--- src/rtl/fltp_pkg.sv ---
// fltp_pkg: types and constants shared by the container tag parser.
// No dependencies.
package fltp_pkg;

    localparam logic [31:0] FILE_SIGNATURE = 32'h464C_5601;
    localparam logic [7:0]  FLAG_RSVD_MASK = 8'hFA;
    localparam logic [31:0] FILE_DATA_OFFS = 32'd9;
    localparam logic [24:0] TAG_HDR_LEN    = 25'd11;
    localparam logic [4:0]  TAG_AUDIO      = 5'd8;
    localparam logic [4:0]  TAG_VIDEO      = 5'd9;
    localparam logic [3:0]  CODEC_AAC      = 4'd10;
    localparam logic [3:0]  CODEC_AVC      = 4'd7;
    localparam logic [3:0]  FRAME_INFO     = 4'd5;
    localparam int          M_TDATA_W      = 144;

    typedef enum logic [4:0] {
        PH_FILE_HDR = 5'b00001,
        PH_TAG_HDR  = 5'b00010,
        PH_PAYLOAD  = 5'b00100,
        PH_TRAILER  = 5'b01000,
        PH_ERROR    = 5'b10000
    } t_phase;

    typedef enum logic [1:0] {
        ST_TAG         = 2'd0,
        ST_HEADER_OK   = 2'd1,
        ST_HEADER_BAD  = 2'd2,
        ST_TRAILER_BAD = 2'd3
    } t_status;

    typedef struct packed {
        t_phase      phase;
        logic [23:0] pos;
        logic [31:0] asm_word;
        logic [7:0]  hdr_byte;
        logic [23:0] size;
        logic [31:0] stamp;
        logic [23:0] stream;
        logic [7:0]  media;
        logic [7:0]  packet;
        logic [23:0] comp;
        logic [7:0]  cmd;
        logic [2:0]  extras;
    } t_state;

    typedef struct packed {
        logic    emit;
        t_status status;
    } t_emit;

endpackage

--- src/rtl/fltp_step.sv ---
// fltp_step: per-byte next-state logic of the tag parser.
// Depends on fltp_pkg.
module fltp_step (
    input  fltp_pkg::t_state i_state,
    input  logic [7:0]       i_byte,
    output fltp_pkg::t_state o_state,
    output fltp_pkg::t_emit  o_emit
);

    logic [23:0] w_pos_inc;
    logic [24:0] w_trl_expect;
    logic [31:0] w_asm_shift;
    logic        w_avc;
    logic [23:0] w_cmd_pos;
    logic        w_hdr_bad;

    assign w_pos_inc    = i_state.pos + 24'd1;
    assign w_trl_expect = {1'b0, i_state.size} + fltp_pkg::TAG_HDR_LEN;
    assign w_asm_shift  = {i_state.asm_word[23:0], i_byte};
    assign w_avc        = (i_state.media[3:0] == fltp_pkg::CODEC_AVC);
    assign w_cmd_pos    = w_avc ? 24'd5 : 24'd1;

    always_comb begin
        w_hdr_bad = 1'b0;
        if (i_state.pos == 24'd3 && w_asm_shift != fltp_pkg::FILE_SIGNATURE) begin
            w_hdr_bad = 1'b1;
        end else if (i_state.pos == 24'd4 && (i_byte & fltp_pkg::FLAG_RSVD_MASK) != 8'd0) begin
            w_hdr_bad = 1'b1;
        end else if (i_state.pos == 24'd8 && w_asm_shift != fltp_pkg::FILE_DATA_OFFS) begin
            w_hdr_bad = 1'b1;
        end else if (i_state.pos >= 24'd12 && w_asm_shift != 32'd0) begin
            w_hdr_bad = 1'b1;
        end
    end

    always_comb begin
        o_state        = i_state;
        o_emit.emit    = 1'b0;
        o_emit.status  = fltp_pkg::ST_TAG;
        unique case (i_state.phase)
            fltp_pkg::PH_FILE_HDR: begin
                o_state.asm_word = w_asm_shift;
                if (i_state.pos == 24'd4) begin
                    o_state.media = i_byte;
                end
                if (w_hdr_bad) begin
                    o_state.phase = fltp_pkg::PH_ERROR;
                    o_emit.emit   = 1'b1;
                    o_emit.status = fltp_pkg::ST_HEADER_BAD;
                end else if (i_state.pos >= 24'd12) begin
                    o_state.phase = fltp_pkg::PH_TAG_HDR;
                    o_state.pos   = 24'd0;
                    o_emit.emit   = 1'b1;
                    o_emit.status = fltp_pkg::ST_HEADER_OK;
                end else begin
                    o_state.pos = w_pos_inc;
                end
            end
            fltp_pkg::PH_TAG_HDR: begin
                if (i_state.pos == 24'd0) begin
                    o_state.hdr_byte = i_byte;
                    o_state.size     = 24'd0;
                    o_state.stamp    = 32'd0;
                    o_state.stream   = 24'd0;
                    o_state.media    = 8'd0;
                    o_state.packet   = 8'd0;
                    o_state.comp     = 24'd0;
                    o_state.cmd      = 8'd0;
                    o_state.extras   = 3'd0;
                end else if (i_state.pos <= 24'd3) begin
                    o_state.size = {i_state.size[15:0], i_byte};
                end else if (i_state.pos <= 24'd6) begin
                    o_state.stamp = {8'd0, i_state.stamp[15:0], i_byte};
                end else if (i_state.pos == 24'd7) begin
                    o_state.stamp[31:24] = i_byte;
                end else begin
                    o_state.stream = {i_state.stream[15:0], i_byte};
                end
                if (i_state.pos >= 24'd10) begin
                    o_state.pos   = 24'd0;
                    o_state.phase = (o_state.size != 24'd0) ? fltp_pkg::PH_PAYLOAD
                                                            : fltp_pkg::PH_TRAILER;
                end else begin
                    o_state.pos = w_pos_inc;
                end
            end
            fltp_pkg::PH_PAYLOAD: begin
                if (i_state.pos == 24'd0) begin
                    o_state.media = i_byte;
                end else if (i_state.hdr_byte[4:0] == fltp_pkg::TAG_AUDIO) begin
                    if (i_state.pos == 24'd1 && i_state.media[7:4] == fltp_pkg::CODEC_AAC) begin
                        o_state.packet    = i_byte;
                        o_state.extras[0] = 1'b1;
                    end
                end else if (i_state.hdr_byte[4:0] == fltp_pkg::TAG_VIDEO) begin
                    if (w_avc) begin
                        if (i_state.pos == 24'd1) begin
                            o_state.packet    = i_byte;
                            o_state.extras[0] = 1'b1;
                        end else if (i_state.pos >= 24'd2 && i_state.pos <= 24'd4) begin
                            o_state.comp = {i_state.comp[15:0], i_byte};
                            if (i_state.pos == 24'd4) begin
                                o_state.extras[1] = 1'b1;
                            end
                        end
                    end
                    if (!i_state.hdr_byte[5] && i_state.media[7:4] == fltp_pkg::FRAME_INFO
                            && i_state.pos == w_cmd_pos) begin
                        o_state.cmd       = i_byte;
                        o_state.extras[2] = 1'b1;
                    end
                end
                if (w_pos_inc >= i_state.size) begin
                    o_state.pos   = 24'd0;
                    o_state.phase = fltp_pkg::PH_TRAILER;
                end else begin
                    o_state.pos = w_pos_inc;
                end
            end
            fltp_pkg::PH_TRAILER: begin
                o_state.asm_word = w_asm_shift;
                if (i_state.pos >= 24'd3) begin
                    o_state.pos = 24'd0;
                    o_emit.emit = 1'b1;
                    if (w_asm_shift != {7'd0, w_trl_expect}) begin
                        o_state.phase = fltp_pkg::PH_ERROR;
                        o_emit.status = fltp_pkg::ST_TRAILER_BAD;
                    end else begin
                        o_state.phase = fltp_pkg::PH_TAG_HDR;
                    end
                end else begin
                    o_state.pos = w_pos_inc;
                end
            end
            default: begin
                o_state.phase = fltp_pkg::PH_ERROR;
            end
        endcase
    end

endmodule

--- src/rtl/flv_container_tag_parser_core.sv ---
// flv_container_tag_parser_core: top level of the container tag parser.
// Depends on fltp_pkg and fltp_step.
//
// Takes a container stream one byte per slave transaction and sends one record
// per file header and per tag on the master side. A byte is registered on
// entry and processed from that register, and the record that it completes is
// registered in the output register. One byte is taken every clock; the only stall
// comes from a record still held in the output register while the byte now
// being processed completes another one. After an error record the parser
// stays silent until reset.
module flv_container_tag_parser_core (
    input  logic                          i_clk,
    input  logic                          i_rst_n,
    input  logic                          i_s_tvalid,
    output logic                          o_s_tready,
    input  logic [7:0]                    i_s_tdata,   // data_byte
    output logic                          o_m_tvalid,
    input  logic                          i_m_tready,
    // frame_bits, filter_bit, tag_type, payload_size, time_stamp, stream_number,
    // media_byte, packet_kind, composition_offset, command_byte, extras_present
    output logic [fltp_pkg::M_TDATA_W-1:0] o_m_tdata,
    output logic [1:0]                    o_m_tuser    // status
);

    fltp_pkg::t_state r_state;
    fltp_pkg::t_state n_state;
    fltp_pkg::t_emit  w_emit;
    logic             r_in_valid;
    logic [7:0]       r_in_byte;
    logic             r_out_valid;
    logic [fltp_pkg::M_TDATA_W-1:0] r_out_data;
    logic [1:0]       r_out_user;
    logic             w_adv;
    logic             w_step;

    fltp_step u_step (
        .i_state (r_state),
        .i_byte  (r_in_byte),
        .o_state (n_state),
        .o_emit  (w_emit)
    );

    assign w_adv      = !r_out_valid || i_m_tready || !w_emit.emit;
    assign w_step     = r_in_valid && w_adv;
    assign o_s_tready = !r_in_valid || w_adv;
    assign o_m_tvalid = r_out_valid;
    assign o_m_tdata  = r_out_data;
    assign o_m_tuser  = r_out_user;

    always_ff @(posedge i_clk) begin
        if (!i_rst_n) begin
            r_in_valid <= 1'b0;
        end else if (i_s_tvalid && o_s_tready) begin
            r_in_valid <= 1'b1;
        end else if (w_adv) begin
            r_in_valid <= 1'b0;
        end
    end

    always_ff @(posedge i_clk) begin
        if (i_s_tvalid && o_s_tready) begin
            r_in_byte <= i_s_tdata;
        end
    end

    always_ff @(posedge i_clk) begin
        if (!i_rst_n) begin
            r_state <= {fltp_pkg::PH_FILE_HDR,
                        {($bits(fltp_pkg::t_state) - $bits(fltp_pkg::t_phase)){1'b0}}};
        end else if (w_step) begin
            r_state <= n_state;
        end
    end

    always_ff @(posedge i_clk) begin
        if (!i_rst_n) begin
            r_out_valid <= 1'b0;
        end else if (w_step && w_emit.emit) begin
            r_out_valid <= 1'b1;
        end else if (i_m_tready) begin
            r_out_valid <= 1'b0;
        end
    end

    always_ff @(posedge i_clk) begin
        if (w_step && w_emit.emit) begin
            r_out_user <= w_emit.status;
            r_out_data <= {5'd0, n_state.extras, n_state.cmd, n_state.comp, n_state.packet,
                           n_state.media, n_state.stream, n_state.stamp, n_state.size,
                           n_state.hdr_byte[4:0], n_state.hdr_byte[5], n_state.hdr_byte[7:6]};
        end
    end

    a_error_sticky: assert property (@(posedge i_clk) disable iff (!i_rst_n)
        r_state.phase == fltp_pkg::PH_ERROR |=> r_state.phase == fltp_pkg::PH_ERROR)
        else $error("error phase left without reset");

    a_silent_after_error: assert property (@(posedge i_clk) disable iff (!i_rst_n)
        (r_state.phase == fltp_pkg::PH_ERROR && !r_out_valid) |=> !r_out_valid)
        else $error("record issued after error");

    a_tag_hdr_pos: assert property (@(posedge i_clk) disable iff (!i_rst_n)
        r_state.phase == fltp_pkg::PH_TAG_HDR |-> r_state.pos < 24'd11)
        else $error("tag header position out of range");

    a_trailer_pos: assert property (@(posedge i_clk) disable iff (!i_rst_n)
        r_state.phase == fltp_pkg::PH_TRAILER |-> r_state.pos < 24'd4)
        else $error("trailer position out of range");

endmodule

--- config.mk ---
export PLATFORM = sky130hd
export DESIGN_NAME = flv_container_tag_parser_core
export DESIGN_NICKNAME = d
export VERILOG_FILES = /design/src/rtl/fltp_pkg.sv /design/src/rtl/fltp_step.sv /design/src/rtl/flv_container_tag_parser_core.sv
export SDC_FILE = /design/constraint.sdc
export NUM_CORES = 1
export LEC_CHECK = 0
export ABC_AREA = 1
export ABC_CLOCK_PERIOD_IN_PS = 5300
export BUFFER_PORTS_ARGS = -buffer_cell sky130_fd_sc_hd__buf_2
export CORE_MARGIN = 2
export CORE_UTILIZATION = 33
export CTS_CLUSTER_SIZE = 20
export DETAILED_ROUTE_END_ITERATION = 8
export PLACE_DENSITY = 0.63
export SLEW_MARGIN = 15
export SYNTH_ARGS = -nofsm -noshare
export SYNTH_HDL_FRONTEND = slang
export SYNTH_SLANG_ARGS = --single-unit
export TNS_END_PERCENT = 10
--- constraint.sdc ---
create_clock -name i_clk -period 5.3 [get_ports i_clk]
set_clock_uncertainty 0.1 [all_clocks]
set_input_delay 0.53 -clock i_clk [delete_from_list [all_inputs] [get_ports i_clk]]
set_output_delay 0.53 -clock i_clk [all_outputs]
set_load 0.02 [all_outputs]
==> results of run 1 <==
==> cell usage in the layout, fill, tap and decap left out, types with 6 or more instances in the layout <==
cell type	Yosys	layout
o22ai_1	9	9
clkinv_2	0	7
nand3_1	93	93
nor2_2	8	8
nand2_1	593	593
nand4_1	28	28
o21ai_0	150	150
buf_4	20	24
inv_2	13	13
xor2_1	26	26
xnor2_1	11	11
o21ai_1	76	76
nor3_1	26	26
nor2_1	238	238
dfxtp_1	194	194
a21oi_1	172	172
clkbuf_16	0	40
inv_1	200	198
clkinvlp_4	0	6
buf_2	39	153
nor3b_1	7	7
ha_1	28	28
edfxtp_1	149	149
==> kinds of logic (layout without fill, tap and decap cells) <==
logic type,after synthesis,count (layout)
other,1,5
flip-flops,343,343
XOR/XNOR,37,37
buffers and inverters,324,464
adder cells (fa/ha/maj),28,28
AO/OA/AOI/OAI,425,425
AND/OR/NAND/NOR,1030,1030
==> registers in the layout, summed over array words and instances (netlist names) <==
register / cells
r_state: 192
o_m_tdata: 139
r_in_byte: 8
o_m_tuser: 2
o_m_tvalid: 1
r_in_valid: 1
==> layer usage <==
| layer | part of all wire, % | global-route usage (%) | vias to the layer above |
|---|---|---|---|
| met3 | 5.3 | 2.99 | 90 |
| met5 | 0 | 0 | - |
| met1 | 44 | 23.7 | 6978 |
| met4 | 3.4 | 7.42 | 0 |
| li1 | - | - | 7386 |
| met2 | 47 | 30.8 | 445 |
==> report_power, final <==
part | internal (mW) | switching [mW]
Clock | 1.64 | 1.14
Sequential | 3.13 | 0.194
Combinational | 0.620 | 1.69
Total | 5.39 | 3.03
==> worst max-delay path by stage <==
stage / end / slack, ps / cells after the start
after floorplan: o_m_tdata[0] / 200 / 13
after global routing: r_state[114] / 560 / 13
after CTS: o_s_tready / 930 / 10
after detailed placement: o_m_tdata[125] / 1000 / 13
final: r_state[114] / 830 / 13
after global placement: o_m_tdata[125] / 1080 / 13
==> cell type report <==
class | instances | area, um^2 | share of cell area, %
timing repair buffer | 179 | 986 | 5.04
clock buffer | 46 | 1050 | 5.38
multi-input combinational | 1525 | 7240 | 37.0
clock inverter | 26 | 275 | 1.41
sequential | 343 | 8360 | 42.7
tap | 680 | 851 | 4.35
inverter | 213 | 806 | 4.12
==> metrics by stage <==
step	instance area, um^2	cells	util, %
after floorplan	17000	2192	-
after global placement	18200	2940	35.7
after detailed placement	18200	2940	35.7
after CTS	19600	3012	38.3
after global routing	19600	3012	38.3
final	19600	3012	38.3
==> results.md, run 1 <==
- Outcome: finished, final reports clean
- Compound-Gate Fraction of Synth Area: 13.0%
- Number of global-route vias before repair: 13782
- Share of layout cells above drive strength 1: 12.8%
- TritonCTS clock tree: built
- Largest net degree at the start of global routing: 123
- Chip width: 231 um
- Die height: 231 um
- Sequential area share after synthesis: 49.2%
- ANT cells: 0
- TNS Setup: 0 ps
- Crit. Startpoint: r_state[171]
- Max incr delay on CP: 740 ps
- Worst Hold Depth: 1
- Port bufs: 154
- Worst path arrival time: 4850 ps
- Hpwl dp: 35400 um
- Hold Fails Final Rpt: 0
- Setup slack, reg-to-reg: 830 ps
- Global route overflow: 0
- Post-route ant nets: 0
- FF-to-FF Start: r_state[171]
- # fillers: 5198
- Remaining DRCs: 0
- Detailed-route vias per instance: 4.95
- Startpoint types: flop
- # IOs: 160
- Worst slew margin relative to its limit: 27.8%
- Worst path bufs/invs: 3
- Post-synthesis register bit count: 343
- CTS Hold Bufs: 0
- Post-synth top area share: 26.3%
- Pre-CTS setup slack: 1000 ps
- Synth Instances: 2188
- Power Density: 430 mW/mm^2
- Total CTS buffers: 39
- Routed WL: 50400 um
- Crit-path cells: inv_1, ha_1, inv_1, nor3_1, nand4_1, nand4_2, nand2_2, nand2_2, nand2_2, nand2_8, buf_4, o21ai_1, a21oi_1
- Ranking of synthesized cells by area: edfxtp_1 (26%), dfxtp_1 (23%), nand2_1 (13%)
- Adder-Cell Fraction of Synth Area: 2.06%
- Part of the cycle the worst path needs: 84.3%
- Slew Viols, Final: 0
- Routability cong.: 0.956
- CTS sink cnt: 343
- Worst-margin pin slew: 1080 ps
- Pleak: 8.07 nW
- Mapped Avg Cell Area: 7.77 um^2
- Final period demand of the worst path: 4470 ps
- # nets final: 2341
- RSZ-0062 raised after global routing: false
- DR vias: 14899
- Critical path type: flop to flop
- Netlist cell types: 50
- Post-CTS Repair Setup Buffers: 0
- Most frequent cells after synthesis: nand2_1 (593), nor2_1 (238), inv_1 (200)
- H-tree Lvls: 2
- CP delay by family, top: simple AND/OR/NAND/NOR gates
- Core area: 0.0511 mm^2
- DR iter-0 viols: 1368
- Simple-gate share of the synthesized area: 25.5%
- Crit-path slowest cell: ha_1
- Root Driver: clkbuf_16
- Crit-path max FO: 122
- XOR/XNOR Fraction of Synth Area: 1.91%
- Synth-to-Final Area Change: 15.2%
- Maxcap violations: 0
- Post-synth EDFFs: 149
- Tot GR Track Use: 18.4%
- Critical path required time: 5690 ps
- Area leader, netlist: edfxtp_1
- Final worst setup slack: 834 ps
- Min-Delay Endpoint: r_in_byte[0]
- Final Setup Violations: 0
- Fmax: 224 MHz
- Depth of the most critical reg-to-reg path: 13
- Max VDD drop: 0.240 mV
- Clk_lat worst skew: 560 ps
- Site Rows: 83
- WHS: 66.6 ps
- Die footprint: 0.0533 mm^2
- Post-Syn Area: 0.0170 mm^2
- TritonRoute pass-1 iters: 5
- DR WL/cell: 16.7 um
- YS warnings: 0
- Number of antenna violations at the first check in global routing: 0
- Starting Density: 33.3%
- Cell with the most instances after synthesis: nand2_1
- Mux share of post-synthesis cell area: 0%
- Min-delay src: i_s_tdata[0]
- CP most frequent cell: nand2_2
- Clock-pin slew on the worst setup and hold paths: 60 ps
- R2R Path End: r_state[114]
- First-pass GRT wire length: 77500 um
- Async set-or-reset flop fraction in the synthesized netlist: 0%
- Power Total: 8.42 mW
- Post-cts resize count: 0
- Top_reg_cell synth: dfxtp_1
- Maximum root-to-sink buffer count: 3
- Largest family of logic cells by synthesized area: simple AND/OR/NAND/NOR gates
- Hold Path Class: primary input to flop
- Crit path capture type: flop
Power figures use the tool's default switching activity.
==> run 2, diff against run 1 <==
--- a/config.mk
+++ b/config.mk
@@ -6,13 +6,13 @@
 export NUM_CORES = 1
 export LEC_CHECK = 0
 export ABC_AREA = 1
-export ABC_CLOCK_PERIOD_IN_PS = 5300
+export ABC_CLOCK_PERIOD_IN_PS = 4600
 export BUFFER_PORTS_ARGS = -buffer_cell sky130_fd_sc_hd__buf_2
 export CORE_MARGIN = 2
 export CORE_UTILIZATION = 33
 export CTS_CLUSTER_SIZE = 20
 export DETAILED_ROUTE_END_ITERATION = 8
-export PLACE_DENSITY = 0.63
+export PLACE_DENSITY = 0.61
 export SLEW_MARGIN = 15
 export SYNTH_ARGS = -nofsm -noshare
 export SYNTH_HDL_FRONTEND = slang
==> constraint.sdc (replaced) <==
create_clock -name i_clk -period 4.6 [get_ports i_clk]
set_clock_uncertainty 0.1 [all_clocks]
set_input_delay 0.46 -clock i_clk [delete_from_list [all_inputs] [get_ports i_clk]]
set_output_delay 0.46 -clock i_clk [all_outputs]
set_load 0.02 [all_outputs]
==> results.md, run 2 (same netlist as run 1, synthesis figures left out) <==
- TritonRoute pass-1 iters: 7 (+2)
- Crit path capture type: flop
- Total CTS buffers: 39 (unchanged)
- Hold Path Class: primary input to flop
- Setup slack, reg-to-reg: 630 ps (-210 ps)
- Core area: 0.0511 mm^2 (unchanged)
- Critical path type: flop to flop
- Starting Density: 33.3% (unchanged)
- Tot GR Track Use: 18.9% (+0.43 points)
- Worst path arrival time: 4260 ps (-590 ps)
- # IOs: 160 (unchanged)
- FF/Latch Area: 0.00836 mm^2 (unchanged)
- Number of antenna violations at the first check in global routing: 0 (unchanged)
- H-tree Lvls: 2 (unchanged)
- Startpoint types: flop
- Global route overflow: 0 (unchanged)
- Die footprint: 0.0533 mm^2 (unchanged)
- # nets final: 2361 (+0.85%)
- Pleak: 8.16 nW (+1.2%)
- Post-cts resize count: 0 (unchanged)
- CTS Hold Bufs: 5 (+5)
- Clock-pin slew on the worst setup and hold paths: 60 ps (about the same)
- Max incr delay on CP: 440 ps (-300 ps)
- # fillers: 5278 (+1.5%)
- Hold Fails Final Rpt: 0 (unchanged)
- TNS Setup: 0 ps (unchanged)
- Synth-to-Final Area Change: 16.3%
- Maxcap violations: 0 (unchanged)
- Crit-path max FO: 6 (-95%)
- Routability cong.: 0.957 (about the same)
- Worst path bufs/invs: 2 (-1)
- Commonest cells after routing, fill and taps aside: nand2_1 (593), nor2_1 (238), inv_1 (198)
- DR iter-0 viols: 1393 (+1.8%)
- RSZ-0062 raised after global routing: false
- CP delay by family, top: simple AND/OR/NAND/NOR gates
- Crit-path cells: ha_1, inv_1, nor2_1, nand2_1, nor2_1, nand2_1, nor3_1, nand2_1, nor3_1, nor2_1, ha_1, nand2_1, nor3_1, nand3_1, nor2_1, nand2_1, nand4_1, nand2_1, inv_1, nand3_1, nor2_1, o21ai_0
- Most common cell after layout, fill and taps aside: nand2_1
- Die height: 231 um (unchanged)
- Final Setup Violations: 0 (unchanged)
- Crit-path slowest cell: dfxtp_1
- Number of global-route vias before repair: 14098 (+2.3%)
- Critical path required time: 4880 ps (-810 ps)
- WP depth: 22 (+9)
- R2R Path End: r_state[195]
- CP most frequent cell: nand2_1
- TritonCTS clock tree: built
- DR WL/cell: 16.9 um (+0.87%)
- Depth of the most critical reg-to-reg path: 22 (+9)
- FF-to-FF Start: r_state[171]
- First-pass GRT wire length: 79300 um (+2.3%)
- CTS sink cnt: 343 (unchanged)
- Part of the cycle the worst path needs: 86.4% (+2.1 points)
- DR vias: 15087 (+1.3%)
- Crit. Startpoint: r_state[171]
- Multi-input gate area: 0.00724 mm^2 (unchanged)
- Maximum root-to-sink buffer count: 3 (unchanged)
- Routed WL: 51200 um (+1.5%)
- Root Driver: clkbuf_16
- Clk_lat worst skew: 560 ps (about the same)
- Site Rows: 83 (unchanged)
- Power Density: 497 mW/mm^2 (+15%)
- Slew Viols, Final: 0 (unchanged)
- Worst slew margin relative to its limit: 30.1% (+2.3 points)
- Final period demand of the worst path: 3970 ps (-493 ps)
- Fmax: 252 MHz (+12%)
- Reg with most FFs: r_state
- Hpwl dp: 36800 um (+4.0%)
- Crit path to: r_state[195]
- Chip width: 231 um (unchanged)
- Max VDD drop: 0.237 mV (-1.1%)
- Largest net degree at the start of global routing: 80 (-35%)
- WHS: 26.8 ps (-39.8 ps)
- Max reg flops: 192 (unchanged)
- Worst-margin pin slew: 1050 ps (-35.2 ps)
- ANT cells: 0 (unchanged)
- Post-route ant nets: 0 (unchanged)
- Remaining DRCs: 0 (unchanged)
- Port bufs: 154 (unchanged)
- Outcome: finished, final reports clean
- Post-CTS Repair Setup Buffers: 0 (unchanged)
- Share of layout cells above drive strength 1: 13.1% (+0.28 points)
- Detailed-route vias per instance: 4.98 (+0.63%)
==> run 2: cell types whose count changed in the layout (fill, tap and decap cells not counted), moves of 2 or more <==
cell           before  now
clkbuf_8            3    1
clkinv_1            3    6
buf_4              24   36
bufinv_16           4    6
buf_12              2    4
dlygate4sd3_1       0    6
clkinv_2            7    4
inv_6               5    3
==> run 2: worst min path at each step <==
| stage | to | startpoint | slack [ps] | depth (start not counted) |
|---|---|---|---|---|
| floorplan | r_state[68] | r_state[68] | 320 | 2 |
| global placement | r_state[68] | r_state[68] | 330 | 2 |
| detailed placement | r_state[70] | r_state[70] | 340 | 2 |
| CTS | r_in_byte[6] | i_s_tdata[6] | 0.7 | 1 |
| global route | r_in_byte[0] | i_s_tdata[0] | 2 | 1 |
| finish | r_in_byte[0] | i_s_tdata[0] | 30 | 1 |
==> run 2: layout make-up <==
cell class	instances	share of cell area [%]
clock buffer	44	5.08
clock inverter	27	1.66
inverter	213	4.06
multi-input combinational	1525	36.6
sequential	343	42.3
tap	680	4.31
timing repair buffer	199	5.95
==> run 2: where the power goes <==
group | internal (mW) | switching (mW) | leakage [nW] | total, mW
Combinational | 0.761 | 2.00 | 4.53 | 2.76
Clock | 1.93 | 1.31 | 0.635 | 3.24
Sequential | 3.61 | 0.209 | 3.00 | 3.82
==> run 2: metal layers <==
layer  vias up  wire length (um)  global-route usage (%)  part of all wire (%)
li1       7431                 -                       -                     -
met2       512             24000                    31.4                    47
met1      7045             22400                    24.8                    44
met3        99              3140                    3.06                   6.1
met4         0              1650                    6.59                   3.2
met5         -                 0                       0                     0
==> run 2: per-stage QoR <==
stage | power [mW] | cells | instance area (um^2) | setup slack (ps) | utilization, %
final | 9.81 | 3031 | 19800 | 627 | 38.7
after global routing | 10.3 | 3031 | 19800 | 210 | 38.7
after CTS | 9.87 | 3030 | 19800 | 686 | 38.7
after detailed placement | 6.61 | 2954 | 18400 | 740 | 36.0
after global placement | 6.58 | 2954 | 18400 | 916 | 36.0
after floorplan | 5.76 | 2192 | 17000 | 194 | -
